[src/hw/rtl/hcsp_ram.sv]
`timescale 1ns / 1ps

module hcsp_ram #(
	parameter int WIDTH = 64,
	parameter int DEPTH = 16,
	localparam int AW = (DEPTH > 1) ? $clog2(DEPTH) : 1
) (
	input  logic             clk,
	input  logic             we,
	input  logic [AW-1:0]    waddr,
	input  logic [WIDTH-1:0] wdata,
	input  logic [AW-1:0]    raddr,
	output logic [WIDTH-1:0] rdata
);

	logic [WIDTH-1:0] mem [DEPTH];

	always_ff @(posedge clk) begin
		if (we) begin
			mem[waddr] <= wdata;
		end
		rdata <= mem[raddr];
	end

endmodule

[config.mk]
export PLATFORM = sky130hd
export DESIGN_NAME = hcsp_ram
export DESIGN_NICKNAME = d
export VERILOG_FILES = /design/src/hw/rtl/hcsp_ram.sv
export SDC_FILE = /design/constraint.sdc
export NUM_CORES = 1
export LEC_CHECK = 0
export BUFFER_PORTS_ARGS = -buffer_cell sky130_fd_sc_hd__buf_2
export CAP_MARGIN = 40
export CORE_MARGIN = 2
export CORE_UTILIZATION = 27
export CTS_CLUSTER_SIZE = 25
export DETAILED_ROUTE_END_ITERATION = 10
export HOLD_SLACK_MARGIN = 0.12
export PLACE_DENSITY = 0.49
export RECOVER_POWER = 50
export SYNTH_ARGS = -nofsm -noshare
export SYNTH_HDL_FRONTEND = slang
export SYNTH_SLANG_ARGS = --single-unit
export TNS_END_PERCENT = 1
[constraint.sdc]
create_clock -name clk -period 7.7 [get_ports clk]
set_input_delay 0.385 -clock clk [delete_from_list [all_inputs] [get_ports clk]]
set_output_delay 0.385 -clock clk [all_outputs]
set_load 0.01 [all_outputs]
# After elaboration in Yosys (flattened, before gate mapping)
# Memory sizes are Yosys's and may differ from the RTL's. A register that Yosys moved wholly into a read port is not among the register bits.
# Cells that the tools add are included.
# totals
inputBits	74
n_memories	1
register_bits	0
mem_bits_rw	1024
# memory_table
memory	depth	word_bits	read_ports	rd_clocked_by_memory_dff	write_ports	line_no	source
mem	16	64	1	1	1	16	logic [WIDTH-1:0] mem [DEPTH];
# classes
muxes	2
# op_table
cell	count
2-to-1 mux 1 bit	2

# Depth between registers and ports, before layout
# logic_depth
depth_word	2
depth_mapped	6

# Worst setup path after synthesis
# OpenSTA, ideal clock, no wires.
# synth_path
kind	input-to-reg
start	input port waddr[2]
end	memory mem[0][0] (enable)
path_buffers	0
required_ns	7.135
setup_time_ns	0.565
t_arrival_ns	5.248
path_slack_ns	1.886
path_stages	2
cell_sequence	or3b_2 > nor3_1
# synth_rtl
item	line_no	source
start, declared	10	input logic [AW-1:0] waddr,
end, declared	16	
# Straight into the memory's write port.

# Worst setup path after layout
# layout_path
start	input port waddr[2]
end	memory mem[10][55] (enable)
# Straight into the memory's write port.

==> results.py <==
metrics = {
    "outcome": {
        "outcome": "finished, violations left",
        "violations": "max-capacitance violations, max-slew violations",
    },
    "floorplan": {
        "core_area_um2": 146000,
        "dieArea_um2": 150000,
        "row_count": 140,
        "die_width_um": 387,
        "chipHeight_um": 387,
        "initial_core_util_pct": 27.2,
        "ios": 138,
    },
    "power_and_ir_drop": {
        "leakage_nw": 14.7,
        "p_per_area_nw_per_um2": 265,
        "vdd_drop_max_uv": 167,
    },
    "grt": {
        "grt_antenna_before_repair": 15,
        "grt_pass1_wl_um": 141000,
        "grt_overflow": 0,
        "grt_usage_pct": 13.0,
        "grt_max_degree": 97,
        "first_global_vias": 19450,
    },
    "synth": {
        "syn_area_um2": 39600,
        "ys_seq_elements": 1088,
        "synthCells": 1647,
        "avgSynthCellArea_um2": 24.0,
        "ys_warn_count": 0,
        "ys_types": 18,
        "yosysSeqAreaShare_pct": 80.9,
        "syn_nets": 1721,
    },
    "route": {
        "antenna_left": 0,
        "via_count": 18217,
        "drc": 0,
        "viasPerCell": 4.63,
        "drtIter0Drc": 1352,
        "wl_per_cell_um": 24.8,
        "dr.pass1.iters": 5,
        "drt-total-wl_um": 97600,
    },
    "cts": {
        "cts_tree": "yes",
        "cts_sinks": 1088,
        "cts_max_level": 3,
        "cts_buffers": 105,
        "insertion_delay_ns": 0.70,
        "cts_buffer_depth": 3,
        "clock-root-buffer": "clkbuf_16",
        "clkSlewWorstSetupHoldPaths_ns": 0.07,
        "cts_setup_buffers": 0,
    },
    "sta": {
        "final-hold-violation-count": 0,
        "rsz0062_at_grt": "no",
        "clock-skew-final_ns": 0.0257,
        "slew_headroom_pct": -150,
        "max_freq_mhz": 226,
        "fin_crit_ns": 4.43,
        "final.setup.worst_slack_ns": 3.27,
        "fin_crit_sh_pct": 57.6,
        "tightest_slew_ns": 3.75,
        "setup_tns_ns": 0,
        "drv_slew": 78,
        "finalSetupViolations": 0,
    },
    "setup_path": {
        "path_delay_family": "buffers and inverters",
        "crit_arrival_ns": 4.74,
        "rrSetupSlack_ns": 6.34,
        "worst_path_most_repeated_cell": "clkbuf_1",
        "critical_path_class": "in2reg",
        "path_max_fanout": 38,
        "crit_buf_inv": 4,
        "cp_cell_sequence": "clkbuf_1 > nand3b_1 > nor2_4 > clkbuf_4 > clkbuf_1 > buf_4",
        "rr_endpoint": "rdata[10]",
        "crit_slowest_cell": "clkbuf_1",
        "required_ns": 8.00,
        "reg2regPathDepth": 3,
        "critPathCaptureType": "flip-flop",
        "critPathLaunchType": "primary input",
        "worstReg2RegStart": "mem[9][10]",
        "slowest_delay_ns": 2.62,
    },
    "final_layout": {
        "fin_nets": 2001,
        "fin_area_um2": 47100,
        "area_growth_pct": 19.0,
        "drive_gt1_share_pct": 28.2,
    },
    "placement": {
        "numPortBuffers": 137,
        "gp_congestion": 0.671,
        "dpl.hpwl_um": 50000,
        "pre_cts_slack_ns": 4.59,
        "dpl_cell_area_um2": 43100,
    },
    "job": {
        "max-cap-violations": 2,
    },
    "worst_hold_path": {
        "min_to": "rdata[26]",
        "min_path_type": "in2reg",
        "hp-start": "raddr[3]",
        "worstHoldPathCells": 4,
    },
}
==> cells by family (layout without fill, tap and decap cells) <==
| family | Yosys count | after routing | share of synthesized area [%] |
|---|---|---|---|
| buffers and inverters | 84 | 453 | 1.14 |
| AOI/OAI and AO/OA | 128 | 128 | 2.43 |
| and+or+nand+nor | 91 | 91 | 0.942 |
| muxes | 256 | 256 | 14.6 |
| DFF | 1088 | 1088 | 80.9 |
| other | 0 | 4 | 0 |
==> worst register-to-register path: stages, from the launching register on <==
cell	delay, ns
edfxtp_1	0.37
mux4_2	0.45
a22oi_1	0.26
nand2_1	0.14
==> layout by cell type (no fill, tap or decap), drive strengths merged <==
cell type | netlist | routed
bufinv | 0 | 10
and2 | 1 | 1
nor2b | 2 | 2
nand3 | 1 | 1
clkbuf | 36 | 197
nand2 | 65 | 65
nand3b | 2 | 2
nand2b | 2 | 2
diode | 0 | 4
buf | 48 | 124
nor3 | 4 | 4
edfxtp | 1024 | 1024
inv | 0 | 4
a22oi | 128 | 128
dlygate4sd3 | 0 | 64
clkinvlp | 0 | 10
or3b | 1 | 1
dfxtp | 64 | 64
clkinv | 0 | 44
nor2 | 13 | 13
mux4 | 256 | 256
==> worst max-delay path by stage <==
stage                        start  depth (start not counted)          end  slack, ns
after floorplan           waddr[2]                          2    mem[0][0]       1.89
after global placement    raddr[0]                          5    rdata[15]       4.62
after detailed placement  raddr[0]                          5    rdata[15]       4.59
after CTS                 raddr[0]                          5    rdata[15]       5.34
after global routing      waddr[2]                          6  mem[11][60]       3.11
final                     waddr[2]                          6  mem[10][55]       3.27
==> cell usage after synthesis, drive strengths merged <==
cell type	n	area share, %
nand3	1	0.013
buf	48	0.80
and2	1	0.016
nand3b	2	0.038
a22oi	128	2.4
mux4	256	15
nor2b	2	0.032
nand2	65	0.62
clkbuf	36	0.34
edfxtp	1024	78
nor2	13	0.12
or3b	1	0.022
dfxtp	64	3.2
nand2b	2	0.032
nor3	4	0.051
==> power by group <==
part	switching, mW	internal [mW]	leakage (nW)	total, mW
Combinational	0.365	0.254	3.23	0.619
Sequential	0.0570	6.62	9.79	6.68
Clock	2.20	2.97	1.70	5.18
==> routing by layer <==
layer / GRT usage, % / vias up / share of wire [%]
li1: - / 7625 / -
met1: 17.7 / 9969 / 44
met2: 21.0 / 471 / 48
met3: 2.54 / 134 / 5.5
met4: 3.82 / 18 / 2.0
met5: 0 / - / 0.12
==> layout make-up <==
| class | count | area (um2) |
|---|---|---|
| antenna | 4 | 10.0 |
| clock buffer | 128 | 2850 |
| clock inverter | 68 | 659 |
| fill | 13630 | 98400 |
| multi-input combinational | 475 | 7230 |
| sequential | 1088 | 32000 |
| tap | 1917 | 2400 |
| timing repair buffer | 257 | 1940 |
==> state kept, by name, indices dropped and copies added, names as in the netlist <==
| signal | cells |
|---|---|
| mem | 1024 |
| rdata | 64 |
==> metrics by stage <==
| stage | power [mW] | std cells | util (%) | hold slack [ns] |
|---|---|---|---|---|
| after global placement | 7.38 | 3658 | 29.3 | 0.657 |
| after floorplan | 7.12 | 1647 | - | 0.484 |
| final | 12.5 | 3937 | 32.4 | 0.357 |
| after global routing | 12.9 | 3934 | 32.4 | 0.355 |
| after detailed placement | 7.42 | 3673 | 29.6 | 0.653 |
| after CTS | 12.6 | 3933 | 32.5 | 0.303 |
==> what timing repair did <==
action,in CTS,in global routing
hold endpoints to repair,1024,0
resized for setup,0,0
hold buffers,64,0
endpoints found under the setup margin,0,0
Note: power is estimated with default switching activity, not from simulation.
